--- config.mk ---
export PLATFORM = sky130hd
export DESIGN_NAME = srecord_line_parser_top
export DESIGN_NICKNAME = d
export VERILOG_FILES = /design/src/rtl/srlp_pkg.sv /design/src/rtl/srecord_line_parser_top.sv
export SDC_FILE = /design/constraint.sdc
export NUM_CORES = 1
export LEC_CHECK = 0
export BUFFER_PORTS_ARGS = -buffer_cell sky130_fd_sc_hd__buf_4
export CORE_MARGIN = 4
export CORE_UTILIZATION = 45
export CTS_CLUSTER_SIZE = 25
export DETAILED_ROUTE_END_ITERATION = 8
export GPL_TIMING_DRIVEN = 0
export PLACE_DENSITY = 0.63
export SLEW_MARGIN = 5
export SYNTH_ARGS = -nofsm -noshare
export SYNTH_HDL_FRONTEND = slang
export SYNTH_SLANG_ARGS = --single-unit
--- constraint.sdc ---
create_clock -name clk -period 8.3 [get_ports clk]
set_clock_uncertainty 0.05 [all_clocks]
set_input_delay 0.415 -clock clk [delete_from_list [all_inputs] [get_ports clk]]
set_output_delay 0.415 -clock clk [all_outputs]
set_load 0.01 [all_outputs]
--- src/rtl/srlp_pkg.sv ---
// Shared types and constants for the S-record line parser.
// Holds character codes, status codes, the parser phase type and the result record.
// No dependencies.
package srlp_pkg;

  localparam logic [7:0] CH_NEWLINE = 8'h0A;
  localparam logic [7:0] CH_S       = 8'h53;
  localparam logic [7:0] CH_ZERO    = 8'h30;
  localparam logic [7:0] CH_NINE    = 8'h39;
  localparam logic [7:0] CH_A       = 8'h41;
  localparam logic [7:0] CH_F       = 8'h46;

  localparam logic [7:0] SUM_GOOD   = 8'hFF;

  localparam logic KIND_DATA   = 1'b0;
  localparam logic KIND_STATUS = 1'b1;

  localparam logic [3:0] ST_OK       = 4'd0;
  localparam logic [3:0] ST_FORMAT   = 4'd1;
  localparam logic [3:0] ST_CHECKSUM = 4'd2;
  localparam logic [3:0] ST_BYTECNT  = 4'd3;
  localparam logic [3:0] ST_END      = 4'd4;
  localparam logic [3:0] ST_SKIPPED  = 4'd5;
  localparam logic [3:0] ST_S4       = 4'd6;
  localparam logic [3:0] ST_HDR_OK   = 4'd7;
  localparam logic [3:0] ST_HDR_MISS = 4'd8;

  localparam logic [3:0] REC_S4      = 4'd4;
  localparam logic [3:0] REC_S7      = 4'd7;

  typedef enum logic [7:0] {
    PH_START = 8'b0000_0001,
    PH_TYPE  = 8'b0000_0010,
    PH_COUNT = 8'b0000_0100,
    PH_ADDR  = 8'b0000_1000,
    PH_DATA  = 8'b0001_0000,
    PH_CSUM  = 8'b0010_0000,
    PH_EOL   = 8'b0100_0000,
    PH_SKIP  = 8'b1000_0000
  } phase_t;

  typedef struct packed {
    logic        kind;
    logic [7:0]  data_byte;
    logic [31:0] byte_address;
    logic [3:0]  line_status;
    logic [3:0]  record_digit;
  } res_t;

endpackage

--- src/rtl/srecord_line_parser_top.sv ---
// S-record line parser, top level: character FSM, byte decode and output skid buffer.
// Depends on srlp_pkg.
//
//  channel | ports                                              | dir
//  --------+----------------------------------------------------+-----
//  in      | in_valid, in_stall, in_char_in, in_end_of_input    | in
//  out     | out_valid, out_stall, out_kind, out_data_byte,     | out
//          | out_byte_address, out_line_status, out_record_digit|
//
// One character is taken per cycle while in_stall is low; its result, if any, enters
// the result register, or the skid entry while that register is held. Rate is set by the
// single parser state update and a 32-bit address add ahead of the result register.
// A two-entry output buffer (result register plus skid) takes requests while a result
// waits; in_stall rises only when both entries are full.
// rst_n is synchronous, active low; it puts the parser at line start of a new file.
module srecord_line_parser_top
  import srlp_pkg::*;
(
  input  logic        clk,
  input  logic        rst_n,
  input  logic        in_valid,
  output logic        in_stall,
  input  logic [7:0]  in_char_in,
  input  logic        in_end_of_input,
  output logic        out_valid,
  input  logic        out_stall,
  output logic        out_kind,
  output logic [7:0]  out_data_byte,
  output logic [31:0] out_byte_address,
  output logic [3:0]  out_line_status,
  output logic [3:0]  out_record_digit
);

  phase_t      phase_r, phase_nxt;
  logic        first_line_r, first_line_nxt;
  logic [3:0]  type_digit_r, type_digit_nxt;
  logic [2:0]  address_bytes_r, address_bytes_nxt;
  logic [3:0]  high_nibble_r, high_nibble_nxt;
  logic        nibble_half_r, nibble_half_nxt;
  logic [7:0]  byte_count_r, byte_count_nxt;
  logic [7:0]  fields_left_r, fields_left_nxt;
  logic [31:0] address_accum_r, address_accum_nxt;
  logic [7:0]  data_index_r, data_index_nxt;
  logic [7:0]  running_sum_r, running_sum_nxt;
  logic [3:0]  pending_status_r, pending_status_nxt;

  logic        in_acc;
  logic        emit;
  res_t        res;
  logic        hex_ok;
  logic [3:0]  hex_val;
  logic [7:0]  byte_val;
  logic [7:0]  sum_add;
  logic [7:0]  fields_dec;
  logic [3:0]  end_st;
  logic [3:0]  digit;

  res_t        out_r;
  logic        out_valid_r;
  res_t        skid_r;
  logic        skid_valid_r;
  logic        out_fire;
  logic        res_valid;

  assign in_stall = skid_valid_r;
  assign in_acc   = in_valid && !in_stall;

  always_comb begin
    hex_ok  = 1'b1;
    hex_val = in_char_in[3:0];
    if (in_char_in >= CH_ZERO && in_char_in <= CH_NINE) begin
      hex_val = in_char_in[3:0];
    end else if (in_char_in >= CH_A && in_char_in <= CH_F) begin
      hex_val = in_char_in[3:0] + 4'd9;
    end else begin
      hex_ok = 1'b0;
    end
  end

  assign byte_val   = {high_nibble_r, hex_val};
  assign sum_add    = running_sum_r + byte_val;
  assign fields_dec = fields_left_r - 8'd1;
  assign digit      = in_char_in[3:0];

  always_comb begin
    if (phase_r == PH_SKIP) begin
      end_st = pending_status_r;
    end else if (phase_r == PH_EOL) begin
      end_st = ST_OK;
    end else begin
      end_st = first_line_r ? ST_HDR_MISS : ST_FORMAT;
    end
  end

  always_comb begin
    phase_nxt          = phase_r;
    first_line_nxt     = first_line_r;
    type_digit_nxt     = type_digit_r;
    address_bytes_nxt  = address_bytes_r;
    high_nibble_nxt    = high_nibble_r;
    nibble_half_nxt    = nibble_half_r;
    byte_count_nxt     = byte_count_r;
    fields_left_nxt    = fields_left_r;
    address_accum_nxt  = address_accum_r;
    data_index_nxt     = data_index_r;
    running_sum_nxt    = running_sum_r;
    pending_status_nxt = pending_status_r;
    emit               = 1'b0;
    res.kind           = KIND_STATUS;
    res.data_byte      = 8'd0;
    res.byte_address   = 32'd0;
    res.line_status    = end_st;
    res.record_digit   = type_digit_r;

    if (in_end_of_input || in_char_in == CH_NEWLINE) begin
      // close the line: report it (at end of input only if begun or on the first line), then clear per-line state
      emit = in_end_of_input ? (phase_r != PH_START || first_line_r) : 1'b1;
      phase_nxt          = PH_START;
      first_line_nxt     = in_end_of_input;
      type_digit_nxt     = 4'd0;
      address_bytes_nxt  = 3'd0;
      high_nibble_nxt    = 4'd0;
      nibble_half_nxt    = 1'b0;
      byte_count_nxt     = 8'd0;
      fields_left_nxt    = 8'd0;
      address_accum_nxt  = 32'd0;
      data_index_nxt     = 8'd0;
      running_sum_nxt    = 8'd0;
      pending_status_nxt = ST_OK;
    end else begin
      case (phase_r)
        PH_START: begin
          if (in_char_in == CH_S) begin
            phase_nxt = PH_TYPE;
          end else begin
            phase_nxt          = PH_SKIP;
            pending_status_nxt = first_line_r ? ST_HDR_MISS : ST_FORMAT;
          end
        end
        PH_TYPE: begin
          if (in_char_in < CH_ZERO || in_char_in > CH_NINE) begin
            phase_nxt          = PH_SKIP;
            pending_status_nxt = first_line_r ? ST_HDR_MISS : ST_FORMAT;
          end else begin
            type_digit_nxt = digit;
            if (first_line_r) begin
              phase_nxt          = PH_SKIP;
              pending_status_nxt = (digit == 4'd0) ? ST_HDR_OK : ST_HDR_MISS;
            end else if (digit >= 4'd1 && digit <= 4'd3) begin
              address_bytes_nxt = in_char_in[2:0] + 3'd1;
              nibble_half_nxt   = 1'b0;
              running_sum_nxt   = 8'd0;
              phase_nxt         = PH_COUNT;
            end else if (digit >= REC_S7) begin
              phase_nxt          = PH_SKIP;
              pending_status_nxt = ST_END;
            end else if (digit == REC_S4) begin
              phase_nxt          = PH_SKIP;
              pending_status_nxt = ST_S4;
            end else begin
              phase_nxt          = PH_SKIP;
              pending_status_nxt = ST_SKIPPED;
            end
          end
        end
        PH_COUNT, PH_ADDR, PH_DATA, PH_CSUM: begin
          if (!hex_ok) begin
            phase_nxt          = PH_SKIP;
            pending_status_nxt = ST_FORMAT;
          end else if (!nibble_half_r) begin
            high_nibble_nxt = hex_val;
            nibble_half_nxt = 1'b1;
          end else begin
            nibble_half_nxt = 1'b0;
            if (phase_r == PH_COUNT) begin
              byte_count_nxt  = byte_val;
              running_sum_nxt = byte_val;
              if (byte_val < ({5'd0, address_bytes_r} + 8'd1)) begin
                phase_nxt          = PH_SKIP;
                pending_status_nxt = ST_FORMAT;
              end else begin
                fields_left_nxt   = {5'd0, address_bytes_r};
                address_accum_nxt = 32'd0;
                phase_nxt         = PH_ADDR;
              end
            end else if (phase_r == PH_ADDR) begin
              address_accum_nxt = {address_accum_r[23:0], byte_val};
              running_sum_nxt   = sum_add;
              fields_left_nxt   = fields_dec;
              if (fields_dec == 8'd0) begin
                fields_left_nxt = byte_count_r - {5'd0, address_bytes_r} - 8'd1;
                data_index_nxt  = 8'd0;
                phase_nxt       = (fields_left_nxt != 8'd0) ? PH_DATA : PH_CSUM;
              end
            end else if (phase_r == PH_DATA) begin
              running_sum_nxt  = sum_add;
              emit             = 1'b1;
              res.kind         = KIND_DATA;
              res.data_byte    = byte_val;
              res.byte_address = address_accum_r + {24'd0, data_index_r};
              res.line_status  = ST_OK;
              data_index_nxt   = data_index_r + 8'd1;
              fields_left_nxt  = fields_dec;
              if (fields_dec == 8'd0) begin
                phase_nxt = PH_CSUM;
              end
            end else begin
              if (sum_add == SUM_GOOD) begin
                phase_nxt = PH_EOL;
              end else begin
                phase_nxt          = PH_SKIP;
                pending_status_nxt = ST_CHECKSUM;
              end
            end
          end
        end
        PH_EOL: begin
          // anything after a good checksum
          phase_nxt          = PH_SKIP;
          pending_status_nxt = ST_BYTECNT;
        end
        PH_SKIP: begin
          phase_nxt = PH_SKIP;
        end
        default: begin
          phase_nxt = PH_START;
        end
      endcase
    end
  end

  always_ff @(posedge clk) begin
    if (!rst_n) begin
      phase_r          <= PH_START;
      first_line_r     <= 1'b1;
      type_digit_r     <= 4'd0;
      address_bytes_r  <= 3'd0;
      high_nibble_r    <= 4'd0;
      nibble_half_r    <= 1'b0;
      byte_count_r     <= 8'd0;
      fields_left_r    <= 8'd0;
      address_accum_r  <= 32'd0;
      data_index_r     <= 8'd0;
      running_sum_r    <= 8'd0;
      pending_status_r <= ST_OK;
    end else if (in_acc) begin
      phase_r          <= phase_nxt;
      first_line_r     <= first_line_nxt;
      type_digit_r     <= type_digit_nxt;
      address_bytes_r  <= address_bytes_nxt;
      high_nibble_r    <= high_nibble_nxt;
      nibble_half_r    <= nibble_half_nxt;
      byte_count_r     <= byte_count_nxt;
      fields_left_r    <= fields_left_nxt;
      address_accum_r  <= address_accum_nxt;
      data_index_r     <= data_index_nxt;
      running_sum_r    <= running_sum_nxt;
      pending_status_r <= pending_status_nxt;
    end
  end

  // Output buffer: result register with a skid entry behind it.
  assign out_fire  = out_valid_r && !out_stall;
  assign res_valid = in_acc && emit;

  always_ff @(posedge clk) begin
    if (!rst_n) begin
      out_valid_r  <= 1'b0;
      skid_valid_r <= 1'b0;
    end else if (out_fire || !out_valid_r) begin
      out_valid_r  <= skid_valid_r || res_valid;
      skid_valid_r <= skid_valid_r && res_valid;
    end else if (res_valid) begin
      skid_valid_r <= 1'b1;
    end
  end

  always_ff @(posedge clk) begin
    if (out_fire || !out_valid_r) begin
      out_r <= skid_valid_r ? skid_r : res;
      if (res_valid) begin
        skid_r <= res;
      end
    end else if (res_valid) begin
      skid_r <= res;
    end
  end

  assign out_valid        = out_valid_r;
  assign out_kind         = out_r.kind;
  assign out_data_byte    = out_r.data_byte;
  assign out_byte_address = out_r.byte_address;
  assign out_line_status  = out_r.line_status;
  assign out_record_digit = out_r.record_digit;

  a_skid_behind_out: assert property (@(posedge clk) disable iff (!rst_n)
    skid_valid_r |-> out_valid_r)
    else $error("skid entry held while result register empty");

  a_data_status_ok: assert property (@(posedge clk) disable iff (!rst_n)
    out_valid_r && out_r.kind == KIND_DATA |-> out_r.line_status == ST_OK)
    else $error("data result carries a nonzero status");

  a_eoi_new_file: assert property (@(posedge clk) disable iff (!rst_n)
    in_acc && in_end_of_input |=> phase_r == PH_START && first_line_r)
    else $error("end of input did not return to start of file");

  a_eol_nibble: assert property (@(posedge clk) disable iff (!rst_n)
    phase_r == PH_EOL |-> !nibble_half_r)
    else $error("half byte pending after checksum");

endmodule
; ---- After elaboration in Yosys (flattened, before gate mapping)
; Index checks and enable logic that the tools add are counted.
[op_classes]
eq_ne = 34
mux = 115
n_reduce_logical = 44
n_addsub = 9
magnitude_cmp = 10
[op_table]
columns = cell, n
row1 = two-way mux 8 bit, 45
row2 = two-way mux 45 bit, 7
row3 = two-way mux 32 bit, 7
row4 = two-way mux 4 bit, 25
row5 = two-way mux 49 bit, 1
row6 = adder 32 x 8 -> 32 bit, 1
row7 = case mux 8 bit (4 select lines), 1
row8 = != test 5 bit (second input constant), 6
row9 = != test 3 bit (second input constant), 7
row10 = two-way mux 1 bit, 18
row11 = AND reduction 6 bit, 3
row12 = == test 8 x 4 -> 1 bit (second input constant), 2
row13 = == test 8 x 7 -> 1 bit (second input constant), 2
row14 = == test 8 bit (second input constant), 2
row15 = case mux 4 bit (4 select lines), 1
row16 = case mux 8 bit (2 select lines), 1
row17 = subtractor 8 x 1 -> 8 bit (second input constant), 2
row18 = two-way mux 3 bit, 5
row19 = nonzero test 2 bit, 7
row20 = != test 6 bit (second input constant), 2
row21 = AND reduction 5 bit, 2
row22 = AND reduction 9 bit, 1
row23 = nonzero test 3 bit, 3
row24 = adder 8 x 1 -> 8 bit (second input constant), 1
row25 = 44 further kinds, 60
[totals]
inputBits = 13
elab_cells = 236
out_inout_bits = 51
regBits = 189

; ---- Logic depth before layout (Yosys ltp)
; Gate-level depths: netlist (run 1).
[depth]
depth_word = 14
ltp_mapped = 16
depth_no_buf = 15

; ---- Worst setup path before layout (run 1)
; OpenSTA, ideal clock, no wires.
[synth_path]
path_kind = reg2reg
from = register phase_r[6]
to = register skid_r[0] in the netlist's numbering (enable)
stages_incl_launch_ff = 6
setup_slack_ns = 2.516
synth_period_minus_slack_ns = 5.784
n_path_buf = 1
required_time_ns = 7.718
setup_ns = 0.532
t_arrival_ns = 5.203
path_cell_list = dfxtp_1 > clkbuf_1 > or4_1 > nor4_2 > nand3_1 > a211oi_1
[synth_between]
elab_chain_cells = 9
word_cells_on_any_way = 16
classes_between = eq/ne: 5 / mux: 8 / reduce/logical: 3
[synth_rtl]
columns = element, line
row1 = start: declaration, srecord_line_parser_top.sv:34  ; phase_t phase_r, phase_nxt;
row2 = start signal: assignment, srecord_line_parser_top.sv:247  ; phase_r <= phase_nxt;
row3 = == test 8 x 5 -> 1 bit, "srecord_line_parser_top.sv:131, srecord_line_parser_top.sv:195"
row4 = two-way mux 1 bit, srecord_line_parser_top.sv:195  ; end else if (phase_r == PH_DATA) begin
row5 = two-way mux 1 bit, srecord_line_parser_top.sv:186  ; end else if (phase_r == PH_ADDR) begin
row6 = two-way mux 1 bit, srecord_line_parser_top.sv:175  ; if (phase_r == PH_COUNT) begin
row7 = two-way mux 1 bit, srecord_line_parser_top.sv:170  ; end else if (!nibble_half_r) begin
row8 = two-way mux 1 bit, srecord_line_parser_top.sv:167  ; if (!hex_ok) begin
row9 = two-way mux 1 bit, srecord_line_parser_top.sv:131  ; case (phase_r)
row10 = two-way mux 1 bit *, srecord_line_parser_top.sv:115  ; if (in_end_of_input || in_char_in == CH_NEWLINE) begin
row11 = logical AND 1 bit *, srecord_line_parser_top.sv:264  ; assign res_valid = in_acc && emit;
row12 = via res_valid, srecord_line_parser_top.sv:63  ; logic res_valid;
row13 = end signal: assignment, srecord_line_parser_top.sv:282  ; skid_r <= res;
row14 = end signal: assignment, srecord_line_parser_top.sv:285  ; skid_r <= res;
row15 = end: declaration, srecord_line_parser_top.sv:60  ; res_t skid_r;
; Mark *: on every way through the listed nets, which the timed path passes. The rest lies on a longest branch.
; A chain may end at the register's enable or synchronous reset.

; ---- Worst setup path in the final report (run 1)
[layout_path]
from = input in_char_in[0]
to = register pending_status_r[2]
[layout_between]
elab_chain_cells = 8
word_cells_on_any_way = 39
classes_between = add/sub: 2 / order compare: 9 / eq/ne: 10 / mux: 10 / reduce/logical: 8
[layout_rtl]
columns = element, line
row1 = start: declaration, srecord_line_parser_top.sv:23  ; input logic [7:0] in_char_in,
row2 = >= comparator 8 x 7 -> 1 bit or <= comparator 8 x 7 -> 1 bit (tied branches), srecord_line_parser_top.sv:73  ; end else if (in_char_in >= CH_A && in_char_in <= CH_F) begin
row3 = logical AND 1 bit, srecord_line_parser_top.sv:73
row4 = two-way mux 4 bit, srecord_line_parser_top.sv:73
row5 = two-way mux 4 bit, srecord_line_parser_top.sv:71  ; if (in_char_in >= CH_ZERO && in_char_in <= CH_NINE) begin
row6 = adder 8 bit, srecord_line_parser_top.sv:81  ; assign sum_add = running_sum_r + byte_val;
row7 = == test 8 bit, srecord_line_parser_top.sv:208  ; if (sum_add == SUM_GOOD) begin
row8 = != test 5 bit (no line), --
row9 = AND reduction 9 bit (no line), --
row10 = end signal: assignment, srecord_line_parser_top.sv:258  ; pending_status_r <= pending_status_nxt;
row11 = end: declaration, srecord_line_parser_top.sv:45  ; logic [3:0] pending_status_r, pending_status_nxt;
; Several ways; a longest one is shown, not always the timed one.

==> summary.txt, run 1 <==
Status
  – Status: finished clean

Floorplanning
  – Die Footprint: 24800 sq um
  – Num ports: 64
  – Initial Util: 0.459
  – Die W: 158 um
  – Core area: 21900 sq um
  – # rows: 54
  – Die Y: 158 um

Power
  – Cell Pwr Density: 172 nW/um^2
  – Leak: 4.26 nW
  – Worst vdd ir: 132 uV
  – Power, Total: 1.98 mW

CTS
  – Clk_lat worst skew: 440 ps
  – CTS buffer count: 17
  – Post-CTS Hold Buffers: 0
  – H-Tree Depth: 4
  – Clock tree buffer depth: 2
  – CTS tree: yes
  – CTS clk-pin slew, worst paths: 80 ps
  – Root buf cell: clkbuf_16
  – # resized after CTS: 0
  – Post-CTS Setup Bufs: 0
  – TritonCTS Sinks: 189

Synthesis
  – Fraction of the mapped netlist area in adder cells: 0.0420
  – Largest family of logic cells by synthesized area: simple AND/OR/NAND/NOR gates
  – Synth top area cells: edfxtp_1 (29%), dfxtp_1 (18%), mux2i_1 (5.0%)
  – FF+latch count, synth: 189
  – Synth warnings: 0
  – Post-synthesis xor/xnor area fraction: 0.0444
  – Multiplexer share of the synthesized area: 0.0710
  – Post-synthesis compound-gate area fraction: 0.125
  – Most numerous cell in the Yosys netlist: nand2_1
  – Mapped Cells: 1042
  – Average cell area after synthesis: 9.65 sq um
  – Number of synthesized flops with an enable pin: 98
  – Synth area leader: edfxtp_1
  – Synth top area share: 0.293
  – Synth async-reset ratio: 0
  – Synth cell count leaders: nand2_1 (122), nor2_1 (99), edfxtp_1 (98)
  – Net Count, Synth: 1087
  – Register area share after synthesis: 0.474
  – Count of cell types in the netlist: 71
  – Synthesized cell area: 10100 sq um
  – Top FF cell, synth: edfxtp_1
  – Post-Synth Simple-Gate Area: 0.207

Timing
  – Max-slew violations: 0
  – Min Tclk post-route: 5040 ps
  – Fin crit share: 0.608
  – Post-route setup slack: 3260 ps
  – RSZ-0062 raised after global routing: no
  – Total negative slack: 0 ps
  – Worst-Margin Slew: 1050 ps
  – Final setup fails: 0
  – Final hold vios: 0
  – Worst slew margin: 0.296
  – Max Clk Rate: 198 MHz
  – Hold Slack: 177 ps

Critical path
  – FF-to-FF End: fields_left_r[2]
  – Worst setup SP type: input pin
  – Reg2reg path depth: 9
  – Setup crit end kind: flop
  – Critical path class: input pin to flop
  – RR Startpoint: phase_r[4]
  – Critical-path cell list: buf_4 -> inv_1 -> ha_1 -> nor2b_1 -> nand2_1 -> and2_1 -> a21oi_1 -> inv_1 -> ha_1 -> a211oi_1 -> o21a_1 -> o211ai_1 -> xnor2_1 -> nor4_1 -> a211oi_2 -> mux2i_1
  – Crit Path Max Fanout: 8
  – Slowest-stage cell, CP: nor4_1
  – Required @ worst endpoint: 8560 ps
  – Worst reg2reg setup slack: 4870 ps
  – Arr. time, crit path: 5300 ps
  – CP max stage delay: 790 ps

Finish
  – P&R area growth vs syn: 14.7%
  – Finished Core Util: 0.527
  – Final instance area: 11500 sq um
  – Share of cells above drive strength 1: 0.126
  – Ant diodes: 0
  – Non-Filler Instances: 1420
  – Nets: 1172

Detailed routing
  – DR WL/cell: 18.0 um
  – DRT antenna net count: 0
  – Pre-antenna DRT Iters: 5
  – Via count: 8117
  – Total Wirelength: 25600 um
  – DRC viols: 0
  – Vias per Instance: 5.72
  – Iter 0 DRT Violations: 584

Placed design
  – Dpl ws: 3040 ps
  – RD Place Congestion: 0.922
  – Post-Place Cells: 1388
  – Post-DP HPWL: 19000 um
  – Placed Area: 11000 sq um
  – Port Buffers: 62

Run
  – Max Cap Violations: 0

Global routing
  – Initial antenna violation count: 1
  – First-pass GRT wire length: 40900 um
  – GRT Util Overall: 0.208
  – Vias in the first global route: 7483
  – Total gr overflow: 0
  – Largest net degree at the start of global routing: 29

Worst hold path
  – Hold Crit Depth: 3
  – Hold EP: first_line_r
  – Hold Startpoint: in_end_of_input
  – Tightest Hold Check Type: input pin to flop
[critical path, delay by kind of cell]
kind,cells,cell delay [ps]
AOI/OAI and AO/OA,5,1910
and+or+nand+nor,4,1350
adders and majority gates,2,690
buffers and inverters,3,590
xor gates and xnor gates,1,180
muxes,1,180
[layout by cell type (no fill, tap or decap), drive strengths merged, types with 5 or more instances in the layout]
cell / synthesis / layout
mux2: 19 / 19
ha: 29 / 29
mux2i: 50 / 50
a211oi: 7 / 7
nor3: 15 / 15
clkbuf: 48 / 66
o211ai: 9 / 9
and3: 20 / 20
or4: 10 / 10
o31ai: 27 / 27
o21ai: 42 / 42
a22oi: 9 / 9
nor2: 99 / 99
inv: 31 / 38
nand2b: 6 / 6
edfxtp: 98 / 98
buf: 12 / 78
dfxtp: 91 / 91
a31oi: 5 / 5
a21oi: 43 / 43
or3: 5 / 5
nor4: 11 / 11
nor3b: 11 / 11
nand4: 14 / 14
and2: 9 / 9
xor2: 32 / 32
a21o: 9 / 9
xnor2: 19 / 19
nand3: 75 / 75
nand2: 122 / 122
o21bai: 5 / 5
[cell families after synthesis]
| logic type | Yosys count |
|---|---|
| simple gates | 423 |
| flops | 189 |
| compound gates | 187 |
| buf+inv | 91 |
| mux | 69 |
| xor+xnor | 51 |
| fa+ha+maj | 32 |
[where the power goes]
| part | switching, mW | internal, mW |
|---|---|---|
| Sequential | 0.0136 | 1.00 |
| Combinational | 0.102 | 0.0597 |
| Clock | 0.403 | 0.402 |
[final cells by class]
| type | count | area, sq um |
|---|---|---|
| Sequential cell | 189 | 4760 |
| Fill cell | 1998 | 10400 |
| Inverter | 31 | 116 |
| Timing Repair Buffer | 66 | 539 |
| Multi-Input combinational cell | 762 | 4940 |
| Clock buffer | 18 | 429 |
| Buffer | 60 | 248 |
| Tap cell | 280 | 350 |
| Clock inverter | 14 | 146 |
[registers in the layout, indices dropped and copies added, names as in the netlist, 8 cells and up]
register and flops:
address_accum_r 32, skid_r 49, out_byte_address 32, byte_count_r 8
fields_left_r 8, data_index_r 8, out_data_byte 8, phase_r 8
running_sum_r 8
[worst max-delay path by stage]
stage,end,start,cells past startpoint
global placement,out_valid,in_char_in[0],10
floorplan,skid_r[0],phase_r[6],5
CTS,pending_status_r[2],in_char_in[0],16
global route,pending_status_r[2],in_char_in[0],16
detailed placement,pending_status_r[0],in_char_in[0],16
finish,pending_status_r[2],in_char_in[0],16
[routing by layer]
metal | share of wire | global-route usage | up-vias
met3 | 0.067 | 0.0363 | 27
met5 | 0.00055 | 0 | -
met1 | 0.48 | 0.315 | 3849
met4 | 0.014 | 0.0483 | 2
li1 | - | - | 3985
met2 | 0.43 | 0.313 | 254
Note: power is estimated with default switching activity, not from simulation.
==> inputs of run 2 (changes only) <==
--- a/config.mk
+++ b/config.mk
@@ -11,7 +11,7 @@
 export CTS_CLUSTER_SIZE = 25
 export DETAILED_ROUTE_END_ITERATION = 8
 export GPL_TIMING_DRIVEN = 0
-export PLACE_DENSITY = 0.63
+export PLACE_DENSITY = 0.65
 export SLEW_MARGIN = 5
 export SYNTH_ARGS = -nofsm -noshare
 export SYNTH_HDL_FRONTEND = slang
==> constraint.sdc (replaced) <==
create_clock -name clk -period 4.5 [get_ports clk]
set_clock_uncertainty 0.05 [all_clocks]
set_input_delay 0.225 -clock clk [delete_from_list [all_inputs] [get_ports clk]]
set_output_delay 0.225 -clock clk [all_outputs]
set_load 0.01 [all_outputs]
==> run 2 against run 1 <==
  * Worst setup slack worse by 2900 ps
  * Cell count hardly changed
  * Register-to-register slack worse by 3800 ps
  * Hold slack worse by 140 ps
  * Sequential power is 83% higher
  * Largest power group unchanged
  * Wire length is 0.12% higher
  * Non-clock buffer count is 1 higher
  * Sequential share of layout area is 0.15 points lower
  * Design area is 0.36% higher
  * Combinational power is 86% higher
==> summary.txt, run 2 (synthesized netlist as in run 1, its figures left out) <==
Power
  – Power, Total: 3.69 mW (+86%)
  – Leak: 4.28 nW (+0.54%)
  – Worst vdd ir: 260 uV (+98%)
  – Fraction of power spent switching nets: 0.266 (+0.00436)
  – Combinational share of power: 0.082 (about the same)
  – Sequential power share: 0.508 (-0.004)
  – Pint: 2.71 mW (+85%)
  – Cell Pwr Density: 319 nW/um^2 (+86%)
  – Clock Power Share: 0.410 (+0.004)
  – Sw power: 0.981 mW (+89%)

Global routing
  – Vias in the first global route: 7664 (+2.4%)
  – Initial antenna violation count: 0 (-1)
  – Total gr overflow: 0 (unchanged)
  – First-pass GRT wire length: 41100 um (+0.61%)
  – Largest net degree at the start of global routing: 32 (+10%)
  – GRT Util Overall: 0.208 (about the same)

Floorplanning
  – Die Y: 158 um (unchanged)
  – Initial Util: 0.459 (unchanged)
  – Core area: 21900 sq um (unchanged)
  – Num ports: 64 (unchanged)
  – Die Footprint: 24800 sq um (unchanged)
  – Die W: 158 um (unchanged)
  – # rows: 54 (unchanged)

Timing
  – Max-slew violations: 0 (unchanged)
  – Post-route setup slack: 360 ps (-2900 ps)
  – Max Clk Rate: 242 MHz
  – Final hold vios: 0 (unchanged)
  – Fin crit share: 0.920
  – Min Tclk post-route: 4140 ps
  – Worst-Margin Slew: 1020 ps (-26.5 ps)
  – RSZ-0062 raised after global routing: no
  – Worst slew margin: 0.313 (+0.0178)
  – Final setup fails: 0 (unchanged)

Status
  – Status: finished clean

Finish
  – Nets: 1173 (+0.085%)
  – Ant diodes: 0 (unchanged)
  – Most flops, register: skid_r
  – Share of cells above drive strength 1: 0.130 (+0.00339)
  – P&R area growth vs syn: 15.1%
  – Flip-flop count of the largest register after layout: 49 (unchanged)
  – Commonest non-fill, non-tap cell in the layout: nand2_1
  – Leading cell types in the layout, fill and taps excluded: nand2_1 (121), nor2_1 (99), edfxtp_1 (98)
  – FILL cells: 1963 (-1.8%)

Critical path
  – Reg2reg path depth: 9 (unchanged)
  – Arr. time, crit path: 4460 ps (-840 ps)
  – Worst setup SP type: input pin
  – Required @ worst endpoint: 4820 ps (-3740 ps)
  – Worst reg2reg setup slack: 1110 ps (-3760 ps)
  – Crit Path Max Fanout: 8 (unchanged)
  – Setup crit end kind: flop
  – Critical path class: input pin to flop

CTS
  – Clock tree buffer depth: 2 (unchanged)
  – H-Tree Depth: 4 (unchanged)
  – Root buf cell: clkbuf_16
  – Post-CTS Setup Bufs: 0 (unchanged)
  – CTS tree: yes
  – CTS clk-pin slew, worst paths: 80 ps (about the same)
  – CTS buffer count: 17 (unchanged)
  – TritonCTS Sinks: 189 (unchanged)
  – Clk_lat worst skew: 440 ps (about the same)

Worst hold path
  – Tightest Hold Check Type: input pin to flop
  – Hold Crit Depth: 3 (unchanged)

Placed design
  – Port Buffers: 62 (unchanged)
  – Post-DP HPWL: 19000 um (about the same)
  – RD Place Congestion: 0.979 (+6.1%)
  – Dpl ws: -516 ps (-3560 ps)

Detailed routing
  – DRT antenna net count: 0 (unchanged)
  – Total Wirelength: 25600 um (+0.12%)
  – Vias per Instance: 5.75 (+0.58%)
  – Iter 0 DRT Violations: 694 (+19%)
  – DR WL/cell: 18.0 um (about the same)
  – DRC viols: 0 (unchanged)
  – Via count: 8170 (+0.65%)
  – Pre-antenna DRT Iters: 7 (+2)

Run
  – Max Cap Violations: 0 (unchanged)
run 2: final cells by class:
| cell class | instances | area, sq um | area share |
|---|---|---|---|
| inverter | 31 | 116 | 0.0100 |
| clock buffer | 18 | 429 | 0.0371 |
| timing repair buffer | 67 | 541 | 0.0467 |
| multi-input combinational | 762 | 4970 | 0.429 |
| tap | 280 | 350 | 0.0303 |
| buffer | 60 | 248 | 0.0214 |
| sequential | 189 | 4760 | 0.411 |
| clock inverter | 14 | 158 | 0.0136 |
run 2: through the flow:
step	area (sq um)	setup TNS, ps	hold slack [ps]	utilization	std cells
global route	11600	0	86.5	0.529	1421
detailed placement	11000	-7050	395	0.500	1388
finish	11600	0	36.1	0.529	1421
floorplan	10100	0	288	-	1042
global placement	10900	-41350	395	0.497	1384
CTS	11600	0	26.2	0.528	1421
run 2: timing repair:
item,in CTS,in global routing
pin swaps,0,1
hold buffers,1,0
endpoints found under the setup margin,4,43
cloned,0,0
endpoints found under the hold margin,1,0
resized for setup,1,4
run 2: worst paths after layout:
| kind | from | endpoint |
|---|---|---|
| max reg2reg | phase_r[4] | fields_left_r[2] |
| max | in_char_in[0] | pending_status_r[1] |
| min reg2reg | pending_status_r[2] | pending_status_r[2] |
| min | in_char_in[1] | type_digit_r[1] |
run 2: layer usage:
| layer | vias to the layer above | share of wire | GRT usage | routed length (um) |
|---|---|---|---|---|
| li1 | 3988 | - | - | - |
| met1 | 3897 | 0.48 | 0.308 | 12300 |
| met2 | 251 | 0.44 | 0.311 | 11200 |
| met3 | 34 | 0.062 | 0.0421 | 1590 |
| met4 | 0 | 0.019 | 0.0586 | 482 |
| met5 | - | 0 | 0 | 0 |
run 2: power groups by stage:
stage          Sequential, mW  Clock (mW)  Combinational [mW]
2_1_floorplan            1.92           0               0.175
3_3_place_gp             1.91           0               0.284
3_5_place_dp             1.91           0               0.294
4_1_cts                  1.87        1.53               0.298
5_1_grt                  1.88        1.61               0.330
6_report                 1.87        1.51               0.302
run 2: critical path, cell delays in order:
cell and delay [ps]:
buf_4 140, inv_1 140, ha_1 320, nor2b_1 210, nand2_1 140, and2_1 210, a21oi_2 480, inv_1 260
ha_1 360, a211oi_1 470, o21a_1 200, o211ai_1 140, xnor2_1 250, nor4_2 120, a211oi_2 550, mux2i_1 240
==> inputs of run 3 (changes only) <==
--- a/config.mk
+++ b/config.mk
@@ -6,12 +6,15 @@
 export NUM_CORES = 1
 export LEC_CHECK = 0
 export BUFFER_PORTS_ARGS = -buffer_cell sky130_fd_sc_hd__buf_4
+export CELL_PAD_IN_SITES_DETAIL_PLACEMENT = 0
+export CELL_PAD_IN_SITES_GLOBAL_PLACEMENT = 1
 export CORE_MARGIN = 4
-export CORE_UTILIZATION = 45
+export CORE_UTILIZATION = 43
 export CTS_CLUSTER_SIZE = 25
 export DETAILED_ROUTE_END_ITERATION = 8
 export GPL_TIMING_DRIVEN = 0
-export PLACE_DENSITY = 0.65
+export PLACE_DENSITY = 0.77
+export SKIP_CTS_REPAIR_TIMING = 1
 export SLEW_MARGIN = 5
 export SYNTH_ARGS = -nofsm -noshare
 export SYNTH_HDL_FRONTEND = slang
==> run 3 against run 2 <==
  * Hold slack gained 23 ps
  * Largest power group unchanged
  * Utilization shrank 2.0 points
  * Via count shrank 2.0%
  * Critical path type unchanged
  * Combinational power is essentially flat
  * Die area grew 4.4%
  * Design area grew 0.50%
  * Clock power is essentially flat
  * Global-route usage shrank 0.87 points
==> summary.txt, run 3 (synthesized netlist as in run 1, its figures left out) <==
Status
  – Status: finished clean

Placed design
  – RD Place Congestion: 0.850 (-13%)
  – Post-Place Cells: 1420 (+2.3%)
  – Post-DP HPWL: 19500 um (+2.5%)
  – Placed Area: 11000 sq um (+0.24%)
  – Port Buffers: 62 (unchanged)
  – Dpl ws: -675 ps (-159 ps)

Detailed routing
  – Via count: 8008 (-2.0%)
  – Vias per Instance: 5.51 (-4.1%)
  – DRC viols: 0 (unchanged)
  – DR top layer: met4
  – Met3 WL: 1320 um (-17%)
  – DRT antenna net count: 0 (unchanged)
  – Total Wirelength: 26000 um (+1.4%)
  – Iter 0 DRT Violations: 616 (-11%)
  – Pre-antenna DRT Iters: 5 (-2)
  – Met1 Routed Length: 13400 um (+9.0%)
  – DR WL/cell: 17.9 um (-0.80%)
  – Routed wl met2: 11000 um (-2.2%)

Global routing
  – Initial antenna violation count: 0 (unchanged)
  – Vias in the first global route: 7409 (-3.3%)
  – Largest net degree at the start of global routing: 32 (unchanged)
  – First-pass GRT wire length: 41600 um (+1.0%)
  – GRT Util Overall: 0.200 (-0.00870)
  – Total gr overflow: 0 (unchanged)

Timing
  – Max Clk Rate: 235 MHz (-2.8%)
  – Hold Slack: 58.7 ps (+22.5 ps)
  – Worst slew margin: 0.353 (+0.0400)
  – Worst-Margin Slew: 962 ps (-59.6 ps)
  – Min Tclk post-route: 4260 ps (+119 ps)
  – Final hold vios: 0 (unchanged)
  – Fin crit share: 0.946 (+0.0264)
  – Final setup fails: 0 (unchanged)
  – RSZ-0062 raised after global routing: no
  – Post-route setup slack: 241 ps (-119 ps)
  – Max-slew violations: 0 (unchanged)

Finish
  – Share of cells above drive strength 1: 0.130 (about the same)
  – Most flops, register: skid_r
  – Ant diodes: 0 (unchanged)
  – Area of the multi-input gates: 4990 sq um (+0.33%)
  – Commonest non-fill, non-tap cell in the layout: nand2_1
  – Nets: 1172 (-0.085%)
  – P&R area growth vs syn: 15.7%
  – FILL cells: 2145 (+9.3%)
  – Final instance area: 11600 sq um (+0.50%)
  – Reg area: 4760 sq um (unchanged)
  – Flip-flop count of the largest register after layout: 49 (unchanged)
  – Leading cell types in the layout, fill and taps excluded: nand2_1 (121), nor2_1 (99), edfxtp_1 (98)
  – Non-Filler Instances: 1453 (+2.3%)

CTS
  – CTS clk-pin slew, worst paths: 80 ps (about the same)
  – CTS tree: yes
  – CTS buffer count: 17 (unchanged)
  – Clk_lat worst skew: 440 ps (about the same)
  – H-Tree Depth: 4 (unchanged)
  – TritonCTS Sinks: 189 (unchanged)
  – Root buf cell: clkbuf_16
  – Clock tree buffer depth: 2 (unchanged)

Floorplanning
  – Core area: 22800 sq um (+4.4%)
  – # rows: 55 (+1.9%)
  – Die W: 161 um (+2.2%)
  – Die Y: 161 um (+2.2%)
  – Initial Util: 0.440 (-0.0192)
  – Num ports: 64 (unchanged)
  – Die Footprint: 25900 sq um (+4.4%)

Run
  – Max Cap Violations: 0 (unchanged)

Critical path
  – Required @ worst endpoint: 4760 ps (-60 ps)
  – Arr. time, crit path: 4510 ps (+50 ps)
  – Critical path class: input pin to flop
  – Worst setup SP type: input pin
  – Crit Path Max Fanout: 8 (unchanged)
  – Setup crit end kind: flop

Worst hold path
  – Tightest Hold Check Type: input pin to flop

Power
  – Cell Pwr Density: 319 nW/um^2 (about the same)
  – Leak: 4.29 nW (+0.18%)
  – Worst vdd ir: 227 uV (-13%)
-- run 3: changes by cell type in the layout (fill, tap and decap cells not counted), moves of 2 or more --
cell      change
clkinv_4      -3
inv_12        +2
inv_8         -3
inv_6         +3
-- run 3: report_power, final --
group / switching (mW) / internal (mW)
clock: 0.778 / 0.758
sequential: 0.0247 / 1.85
combinational: 0.191 / 0.110
-- run 3: worst paths after layout --
path	slack [ps]	end	depth (start not counted)	from
max	240	pending_status_r[3]	16	in_char_in[0]
min	60	type_digit_r[1]	3	in_char_in[1]
max reg2reg	1080	fields_left_r[2]	9	phase_r[4]
min reg2reg	410	pending_status_r[2]	2	pending_status_r[2]
-- run 3: metal layers --
layer | vias up | track usage
met3 | 20 | 0.0344
met4 | 0 | 0.0481
li1 | 3983 | -
met2 | 204 | 0.290
met1 | 3801 | 0.309
met5 | - | 0
-- run 3: through the flow --
| stage | power (mW) | util | TNS, ps |
|---|---|---|---|
| after floorplan | 2.09 | - | 0 |
| after global placement | 2.20 | 0.478 | -49230 |
| after detailed placement | 2.21 | 0.481 | -14080 |
| after CTS | 3.72 | 0.507 | -1080 |
| after global routing | 3.83 | 0.509 | 0 |
| final | 3.71 | 0.509 | 0 |
-- run 3: layout make-up --
class	instances	area share
Multi-Input combinational cell	762	0.429
Clock buffer	17	0.0366
Tap cell	313	0.0337
Sequential cell	189	0.409
Timing Repair Buffer	66	0.0452
Buffer	60	0.0213
Clock inverter	15	0.0152
Inverter	31	0.0100
-- run 3: critical path, stage by stage --
cell,delay [ps]
buf_4,140
inv_1,150
ha_1,240
and2_1,140
o211a_1,280
nand3_1,160
xnor2_2,540
inv_1,220
ha_1,420
o21ai_0,190
or3b_2,480
nand3_1,160
nand4_1,150
nor4_2,560
a211oi_2,260
mux2i_1,180
